===== src/rpg_pkg.sv =====
// Package with the shared widths of the resample period block.
package rpg_pkg;

    localparam int SIZE_W      = 16;
    localparam int IN_TDATA_W  = ((2 * SIZE_W + 7) / 8) * 8;
    localparam int OUT_TDATA_W = ((SIZE_W + 7) / 8) * 8;
    localparam int CNT_W       = $clog2(SIZE_W + 1);
    localparam int TWOS_W      = $clog2(SIZE_W);

    typedef logic [SIZE_W-1:0] size_t;

    typedef struct packed {
        logic  start;
        size_t num;
        size_t den;
    } div_req_t;

    typedef struct packed {
        logic  done;
        size_t quo;
        size_t rem;
    } div_rsp_t;

endpackage


===== src/rpg_div.sv =====
// Radix-2 restoring divider that retires one quotient bit per cycle.
module rpg_div (
    input  logic             aclk,
    input  logic             aresetn,
    input  rpg_pkg::div_req_t req,
    output rpg_pkg::div_rsp_t rsp
);
    import rpg_pkg::*;

    size_t             rem_reg, rem_next;
    size_t             quo_reg, quo_next;
    size_t             den_reg, den_next;
    logic [CNT_W-1:0]  cnt_reg, cnt_next;
    logic              busy_reg, busy_next;
    logic              done_reg, done_next;

    logic [SIZE_W:0]   shifted;
    logic [SIZE_W:0]   diff;
    logic              fits;

    assign shifted = {rem_reg, quo_reg[SIZE_W-1]};
    assign diff    = shifted - {1'b0, den_reg};
    assign fits    = (shifted >= {1'b0, den_reg});

    always_comb begin
        rem_next  = rem_reg;
        quo_next  = quo_reg;
        den_next  = den_reg;
        cnt_next  = cnt_reg;
        busy_next = busy_reg;
        done_next = 1'b0;
        if (req.start) begin
            rem_next  = '0;
            quo_next  = req.num;
            den_next  = req.den;
            cnt_next  = CNT_W'(SIZE_W);
            busy_next = 1'b1;
        end else if (busy_reg) begin
            rem_next = fits ? diff[SIZE_W-1:0] : shifted[SIZE_W-1:0];
            quo_next = {quo_reg[SIZE_W-2:0], fits};
            cnt_next = cnt_reg - CNT_W'(1);
            if (cnt_reg == CNT_W'(1)) begin
                busy_next = 1'b0;
                done_next = 1'b1;
            end
        end
    end

    always_ff @(posedge aclk) begin
        if (!aresetn) begin
            busy_reg <= 1'b0;
            done_reg <= 1'b0;
            cnt_reg  <= '0;
        end else begin
            busy_reg <= busy_next;
            done_reg <= done_next;
            cnt_reg  <= cnt_next;
        end
        rem_reg <= rem_next;
        quo_reg <= quo_next;
        den_reg <= den_next;
    end

    assign rsp.done = done_reg;
    assign rsp.quo  = quo_reg;
    assign rsp.rem  = rem_reg;

endmodule


===== src/resample_period_gcd.sv =====
// Top level: repeat period of a resampling phase pattern via binary gcd.
//
// Each request carries a source and a destination size; the result is
// dest_size / gcd(source_size mod dest_size, dest_size), or 0 with the
// invalid flag when dest_size is zero. One request is worked on at a time.
// The remainder and the final quotient each come from a shared
// one-bit-per-cycle divider; the binary gcd between them strips one factor
// of two per cycle and does one subtraction per cycle. When the remainder
// is zero the gcd steps are skipped, and a zero destination skips the
// divider. A result held in the output register does not block the next
// request; the following result waits until it drains.
module resample_period_gcd (
    input  logic                               aclk,
    input  logic                               aresetn,
    input  logic                               s_tvalid,
    output logic                               s_tready,
    input  logic [rpg_pkg::IN_TDATA_W-1:0]     s_tdata,  // source_size, dest_size
    output logic                               m_tvalid,
    input  logic                               m_tready,
    output logic [rpg_pkg::OUT_TDATA_W-1:0]    m_tdata,  // repeat_period
    output logic                               m_tuser   // invalid
);
    import rpg_pkg::*;

    typedef enum logic [3:0] {
        ST_IDLE, ST_MOD, ST_TWOS, ST_ODDA, ST_ODDB, ST_SUB,
        ST_SHIFT, ST_DIV, ST_OUT
    } state_t;

    state_t            state_reg;
    size_t             dst_reg;
    size_t             a_reg;
    size_t             b_reg;
    logic [TWOS_W-1:0] twos_reg;
    size_t             res_reg;
    logic              inv_reg;
    size_t             out_data_reg;
    logic              out_inv_reg;
    logic              m_tvalid_reg;
    div_req_t          div_req_reg;
    div_rsp_t          div_rsp;

    size_t             s_src;
    size_t             s_dst;
    logic [SIZE_W:0]   b_minus_a;
    size_t             a_minus_b;
    logic              a_gt_b;

    assign s_src = s_tdata[SIZE_W-1:0];
    assign s_dst = s_tdata[2*SIZE_W-1:SIZE_W];

    assign b_minus_a = {1'b0, b_reg} - {1'b0, a_reg};
    assign a_minus_b = a_reg - b_reg;
    assign a_gt_b    = b_minus_a[SIZE_W];

    rpg_div u_div (
        .aclk    (aclk),
        .aresetn (aresetn),
        .req     (div_req_reg),
        .rsp     (div_rsp)
    );

    always_ff @(posedge aclk) begin
        if (!aresetn) begin
            state_reg         <= ST_IDLE;
            m_tvalid_reg      <= 1'b0;
            div_req_reg.start <= 1'b0;
        end else begin
            div_req_reg.start <= 1'b0;
            if (m_tready && state_reg != ST_OUT) begin
                m_tvalid_reg <= 1'b0;
            end
            unique case (state_reg)
                ST_IDLE: begin
                    if (s_tvalid) begin
                        dst_reg <= s_dst;
                        if (s_dst == '0) begin
                            res_reg   <= '0;
                            inv_reg   <= 1'b1;
                            state_reg <= ST_OUT;
                        end else begin
                            div_req_reg.start <= 1'b1;
                            div_req_reg.num   <= s_src;
                            div_req_reg.den   <= s_dst;
                            state_reg         <= ST_MOD;
                        end
                    end
                end
                ST_MOD: begin
                    if (div_rsp.done) begin
                        twos_reg <= '0;
                        b_reg    <= dst_reg;
                        if (div_rsp.rem == '0) begin
                            a_reg     <= dst_reg;
                            state_reg <= ST_SHIFT;
                        end else begin
                            a_reg     <= div_rsp.rem;
                            state_reg <= ST_TWOS;
                        end
                    end
                end
                ST_TWOS: begin
                    if (!(a_reg[0] | b_reg[0])) begin
                        a_reg    <= a_reg >> 1;
                        b_reg    <= b_reg >> 1;
                        twos_reg <= twos_reg + TWOS_W'(1);
                    end else begin
                        state_reg <= ST_ODDA;
                    end
                end
                ST_ODDA: begin
                    if (!a_reg[0]) begin
                        a_reg <= a_reg >> 1;
                    end else begin
                        state_reg <= ST_ODDB;
                    end
                end
                ST_ODDB: begin
                    if (!b_reg[0]) begin
                        b_reg <= b_reg >> 1;
                    end else begin
                        state_reg <= ST_SUB;
                    end
                end
                ST_SUB: begin
                    if (a_gt_b) begin
                        a_reg     <= b_reg;
                        b_reg     <= a_minus_b;
                        state_reg <= ST_ODDB;
                    end else begin
                        b_reg     <= b_minus_a[SIZE_W-1:0];
                        state_reg <= (b_minus_a[SIZE_W-1:0] == '0) ? ST_SHIFT : ST_ODDB;
                    end
                end
                ST_SHIFT: begin
                    if (twos_reg != '0) begin
                        a_reg    <= a_reg << 1;
                        twos_reg <= twos_reg - TWOS_W'(1);
                    end else begin
                        div_req_reg.start <= 1'b1;
                        div_req_reg.num   <= dst_reg;
                        div_req_reg.den   <= a_reg;
                        state_reg         <= ST_DIV;
                    end
                end
                ST_DIV: begin
                    if (div_rsp.done) begin
                        res_reg   <= div_rsp.quo;
                        inv_reg   <= 1'b0;
                        state_reg <= ST_OUT;
                    end
                end
                ST_OUT: begin
                    if (!m_tvalid_reg || m_tready) begin
                        out_data_reg <= res_reg;
                        out_inv_reg  <= inv_reg;
                        m_tvalid_reg <= 1'b1;
                        state_reg    <= ST_IDLE;
                    end
                end
                default: begin
                    state_reg <= ST_IDLE;
                end
            endcase
        end
    end

    assign s_tready = (state_reg == ST_IDLE);
    assign m_tvalid = m_tvalid_reg;
    assign m_tdata  = OUT_TDATA_W'(out_data_reg);
    assign m_tuser  = out_inv_reg;

endmodule


===== config.mk =====
export PLATFORM = sky130hd
export DESIGN_NAME = resample_period_gcd
export DESIGN_NICKNAME = d
export VERILOG_FILES = /design/src/rpg_pkg.sv /design/src/rpg_div.sv /design/src/resample_period_gcd.sv
export SDC_FILE = /design/constraint.sdc
export NUM_CORES = 1
export LEC_CHECK = 0
export BUFFER_PORTS_ARGS = -buffer_cell sky130_fd_sc_hd__buf_4
export CORE_ASPECT_RATIO = 1.2
export CORE_MARGIN = 10
export CORE_UTILIZATION = 40
export DETAILED_ROUTE_END_ITERATION = 12
export PLACE_DENSITY_LB_ADDON = 0.3
export SLEW_MARGIN = 20
export SYNTH_ARGS = -nofsm -noshare
export SYNTH_HDL_FRONTEND = slang
export SYNTH_SLANG_ARGS = --single-unit

===== constraint.sdc =====
create_clock -name aclk -period 5.2 [get_ports aclk]
set_input_delay 0 -clock aclk [delete_from_list [all_inputs] [get_ports aclk]]
set_output_delay 0 -clock aclk [all_outputs]
set_load 0.01 [all_outputs]

== Yosys cells after proc, flatten, opt, wreduce, memory -nomap -nowiden ==
Cells that the tools add are included.
Storage, ports and cells
  logic and storage cells: 136
  flip-flop bits (word level): 179
  output and inout bits: 19
  input bits: 36
Cells by class
  bitwise logic cells: 3
  magnitude comparators: 1
  add/sub/neg operators: 6
  equal/unequal tests: 25
  reductions and logical operators: 26
  muxes and demuxes: 53
Operators with widths (count)
  2-to-1 mux 16 bit: 16
  2-to-1 mux 33 bit: 3
  one-hot mux 16 bit (5 select lines): 1
  one-hot mux 33 bit (2 select lines): 1
  one-hot mux 16 bit (4 select lines): 1
  logical NOT 16 bit: 3
  2-to-1 mux 4 bit: 12
  one-hot mux 4 bit (9 select lines): 1
  one-hot mux 16 bit (2 select lines): 1
  subtractor 16 bit: 2
  inequality test 2 bit (second input constant): 12
  AND reduction 5 bit: 4
  >= comparator 17 x 16 -> 1 bit: 1
  subtractor 16 x 16 -> 17 bit: 1
  == test 4 x 3 -> 1 bit (second input constant): 4
  one-hot mux 4 bit (3 select lines): 1
  2-to-1 mux 1 bit: 10
  2-to-1 mux 5 bit: 2
  == test 4 x 2 -> 1 bit (second input constant): 2
  AND reduction 8 bit: 1
  nonzero test 4 bit: 2
  AND reduction 7 bit: 1
  inequality test 2 x 1 -> 1 bit (second input constant): 3
  AND reduction 3 bit: 2
  23 further kinds: 27

== Depth between registers and ports, before layout ==
  word-level depth: 5
  mapped depth: 13
  mapped depth without buffers: 12

== By module ==
From an unflattened synthesis, not the netlist that was laid out.
Unflattened totals
  cells, all modules: 924
  area total of the unflattened synthesis: 10075.9 um^2
By module, submodules not included
  resample_period_gcd: area an instance 7123.1 um^2, times used 1, cells an instance 639
  rpg_div: area an instance 2952.8 um^2, times used 1, cells an instance 285

== Worst setup path before layout ==
No wires, ideal clock.
  path type: reg-to-reg
  from: reg state_reg[1]
  to: reg div_req_reg[0] in the netlist's numbering, enable pin
  setup time: 468 ps
  arrival time: 3876 ps
  buffers on the path: 2
  slack: 857 ps
  cell stages (with the launch flop): 8
  data required time: 4732 ps
  path through: dfxtp_1 -> clkbuf_1 -> nand2b_1 -> or2_2 -> clkinv_1 -> buf_1 -> a21oi_1 -> nor3b_1
On the way
  cells in the longest elaborated chain, start to end: 3
  elaborated cells between the ends (all ways): 7
  those cells by class: 4 x eq/ne; 3 x reduce/logical
RTL lines
  from (decl): line resample_period_gcd.sv:30  | state_t state_reg;
  from (signal assigned): line resample_period_gcd.sv:132  | state_reg <= (b_minus_a[SIZE_W-1:0] == '0) ? ST_SHIFT : ST_ODDB;
  == test 4 x 3 -> 1 bit / logical NOT 4 bit (equally long branches): line resample_period_gcd.sv:73  | unique case (state_reg)
  inequality test 2 bit (no line) / nonzero test 2 bit (equally long branches)
  AND reduction 5 bit (no line) (*)
  to (decl): line resample_period_gcd.sv:40  | div_req_t div_req_reg;
Every way passes the cells marked *; elsewhere a longest branch is shown, timed or not.
A chain may end at the register's enable or synchronous reset.

== Final worst setup path ==
  from: reg a_reg[7]
  to: reg a_reg[15], enable pin
On the way
  cells in the longest elaborated chain, start to end: 3
RTL lines
  from (decl): line resample_period_gcd.sv:32  | size_t a_reg;
  from (signal assigned): line resample_period_gcd.sv:94  | a_reg <= dst_reg;
  from (signal assigned): line resample_period_gcd.sv:97  | a_reg <= div_rsp.rem;
  from (signal assigned): line resample_period_gcd.sv:104  | a_reg <= a_reg >> 1;
  subtractor 16 x 16 -> 17 bit: line resample_period_gcd.sv:52  | assign b_minus_a = {1'b0, b_reg} - {1'b0, a_reg};
  inequality test 2 bit (no line)
  AND reduction 7 bit (no line)
No other way between the ends.

==> results.yml <==
clocking:
  ctsHoldBuffers: 35
  clk_latency_ns: 0.44
  cts_resized: 0
  clock-sinks: 179
  htreeDepth: 4
  cts_buffer_depth: 2
  cts-root-buf: "clkbuf_16"
  post_cts_buffers: 0
  numCtsBuffers: 17
  clk_pin_slew_ns: 0.07
  cts_tree: "yes"
placement:
  place_hpwl_um: 17800
  io_buffers: 54
  place_congestion: 0.861
global_route:
  grt_use_total: 0.153
  grt_pass1_wl_um: 38800
  antenna_found_initial: 1
  grt_overflow: 0
  grt_pass1_vias: 7156
  grt_max_degree: 47
timing:
  max_slew_margin: 0.325
  finClkSkew_ns: 0.0108
  period_share: 0.719
  period_needed_ns: 3.74
  setup_tns_ns: 0
  timing.fmax_mhz: 267
  hold_viol: 0
  fin_hold_ws_ns: 0.0418
  rsz0062_at_grt: "false"
  worstMarginPinSlew_ns: 1.01
  setup_viol: 0
  drv_slew: 0
floorplanning:
  dieArea_sq_mm: 0.0318
  die_w_um: 164
  pin_count: 55
  start_util: 0.406
  placeableCoreArea_sq_mm: 0.0247
  rows: 63
  die_y_um: 193
logic_synthesis:
  ys_top_cells_by_area: "edfxtp_1 (45%), ha_1 (6.6%), dfxtp_1 (5.8%), a22o_1 (2.8%), a21oi_1 (2.6%)"
  synth_top_family_by_area: "compound AO/OA/AOI/OAI gates"
  netlist_area_sq_mm: 0.0100
  synth-simple-area-share: 0.112
  netlist_instances: 912
  synthDistinctLibCells: 71
  avgSynthCellArea_sq_um: 11.0
  ys_ff_latch: 179
  synthXorXnorAreaFrac: 0.0385
  async_flop_share: 0
  ys.flop_type: "edfxtp_1"
  synthAdderAreaFrac: 0.0742
  syn_nets: 1005
  yosysWarnings: 0
  synth_compound_area_frac: 0.179
  synth_edf_count: 150
  seq_area_frac_synth: 0.507
  yosysTopAreaCell: "edfxtp_1"
  synthMuxAreaShare: 0.0411
  synth.top_cell.area_share: 0.449
drt:
  dr.pass1.iters: 5
  ant_nets: 0
  wl_per_cell_um: 18.1
  wl_um: 23800
  initialDrtViolationCount: 548
  vias: 7223
  routed_via_density: 5.48
  drc: 0
worst_setup_path:
  rrSetupSlack_ns: 1.46
  worst_r2r_endpoint: "a_reg[15]"
  critPathLaunchType: "register"
  critPathLaunch: "a_reg[7]"
  arrival_ns: 3.81
  r2r_start: "a_reg[7]"
  cp_max_fo: 18
  cp-endpoint: "a_reg[15]"
  rr_worst_depth: 10
  crit_required_ns: 5.27
  critPathKind: "register to register"
  crit_path_end_kind: "register"
status:
  status: "complete, no violations"
flow_run:
  drv_cap: 0
power:
  peakVddDrop_mv: 0.226
  power_per_cell_area_mw_per_mm2: 524
  p_leak_nw: 4.51
final_layout:
  synthToLayoutAreaGrowth_pct: 15.6
  nets: 1071
  drive_gt1_frac: 0.130
  largest_reg_flops: 33
min_path:
  hp-class: "input port to register"
how the worst min path moves through the flow:
stage	cells past startpoint	from	slack (ns)	to
3_3_place_gp	1	s_tdata[16]	0.21	dst_reg[0]
3_5_place_dp	1	s_tdata[16]	0.21	dst_reg[0]
5_1_grt	4	s_tvalid	0.08	state_reg[3]
6_report	3	s_tvalid	0.04	div_req_reg[32]
2_1_floorplan	0	s_tdata[16]	0.1	dst_reg[0]
4_1_cts	3	s_tvalid	0.02	div_req_reg[32]
routing by layer:
metal	GRT usage	up-vias	routed length [um]
met5	0	-	0
met4	0.0701	0	820
met3	0.0238	45	936
met2	0.256	182	12000
met1	0.188	3481	10100
li1	-	3515	-
final cells by class:
class / instances / area (sq um)
clock inverters: 15 / 138
clock buffers: 17 / 425
diodes: 1 / 2.50
well taps: 325 / 407
multi-input cells: 616 / 4470
repair buffers: 95 / 801
fillers: 2214 / 13100
inverters: 69 / 259
flip-flops and latches: 179 / 5090
layout by cell type, fill, tap and decap left out, types with 6 or more instances in the layout:
master,Yosys,routed
and2_1,22,21
o21ai_0,47,47
a22oi_1,13,13
nor3_1,11,10
o21ai_1,10,10
dlygate4sd3_1,0,35
mux2_2,17,17
nor4_1,12,12
inv_1,68,68
edfxtp_1,150,150
a21oi_1,53,53
xnor2_1,21,21
nor2b_1,16,16
buf_4,0,60
mux2i_1,22,22
dfxtp_1,29,28
o21a_1,13,13
nand2_1,46,46
o21bai_1,9,9
a22o_1,32,32
nand3_1,9,9
nor2_1,56,56
a222oi_1,17,17
a21o_1,14,14
a211oi_1,7,7
ha_1,53,53
nand4_1,6,6
xor2_1,23,23
nand2b_1,11,11
a31oi_1,9,9
clkbuf_16,0,17
stage by stage:
stage               instances  setup slack [ns]   util  power [mW]  instance area [sq um]
global route             1317              1.22  0.470        6.49                  11600
global placement         1249              1.40  0.432        4.80                  10700
detailed placement       1249              1.27  0.432        4.83                  10700
floorplan                 912             0.857      -        4.23                  10000
CTS                      1316              1.26  0.469        6.09                  11600
finish                   1317              1.46  0.470        6.07                  11600
cell families (layout without fill, tap and decap cells):
| group | Yosys count | count (layout) |
|---|---|---|
| fa+ha+maj | 57 | 57 |
| xor+xnor | 44 | 44 |
| other cells | 0 | 1 |
| compound gates | 257 | 257 |
| mux | 39 | 39 |
| flops | 179 | 179 |
| simple gates | 219 | 219 |
| buf+inv | 117 | 196 |
worst max-delay path, cell delays in order, from the launching register on:
cell and delay, ns:
edfxtp_1 0.45, inv_1 0.07, ha_1 0.41, a21o_1 0.26, a211oi_2 0.22, a31oi_1 0.09, a21o_1 0.23, a211o_1 0.57
o21ba_2 0.35, nor3_2 0.14, and2_1 0.59
cells in the mapped netlist (4+ instances only):
cell      count
edfxtp_1    150
nand3_1       9
nand4_1       6
o21bai_1      9
dfxtp_1      29
a222oi_1     17
nand2b_1     11
nor3_1       11
a31oi_1       9
a211oi_1      7
clkbuf_1     33
nor2_1       56
mux2i_1      22
mux2_2       17
o21ai_1      10
a21oi_1      53
nand2_1      46
inv_1        68
xnor2_1      21
fa_1          4
a21o_1       14
a22oi_1      13
xor2_1       23
nor2b_1      16
o31a_1        4
and2_1       22
o21a_1       13
o21ai_0      47
buf_2         8
and3_1        6
a22o_1       32
ha_1         53
or3_1         5
nor4_1       12
power by group:
part           switching (mW)  internal, mW  leakage [nW]
logic                    1.43          1.02          2.59
registers               0.292          2.09          1.64
clock network           0.601         0.636         0.276
(Power assumes the default switching activity.)
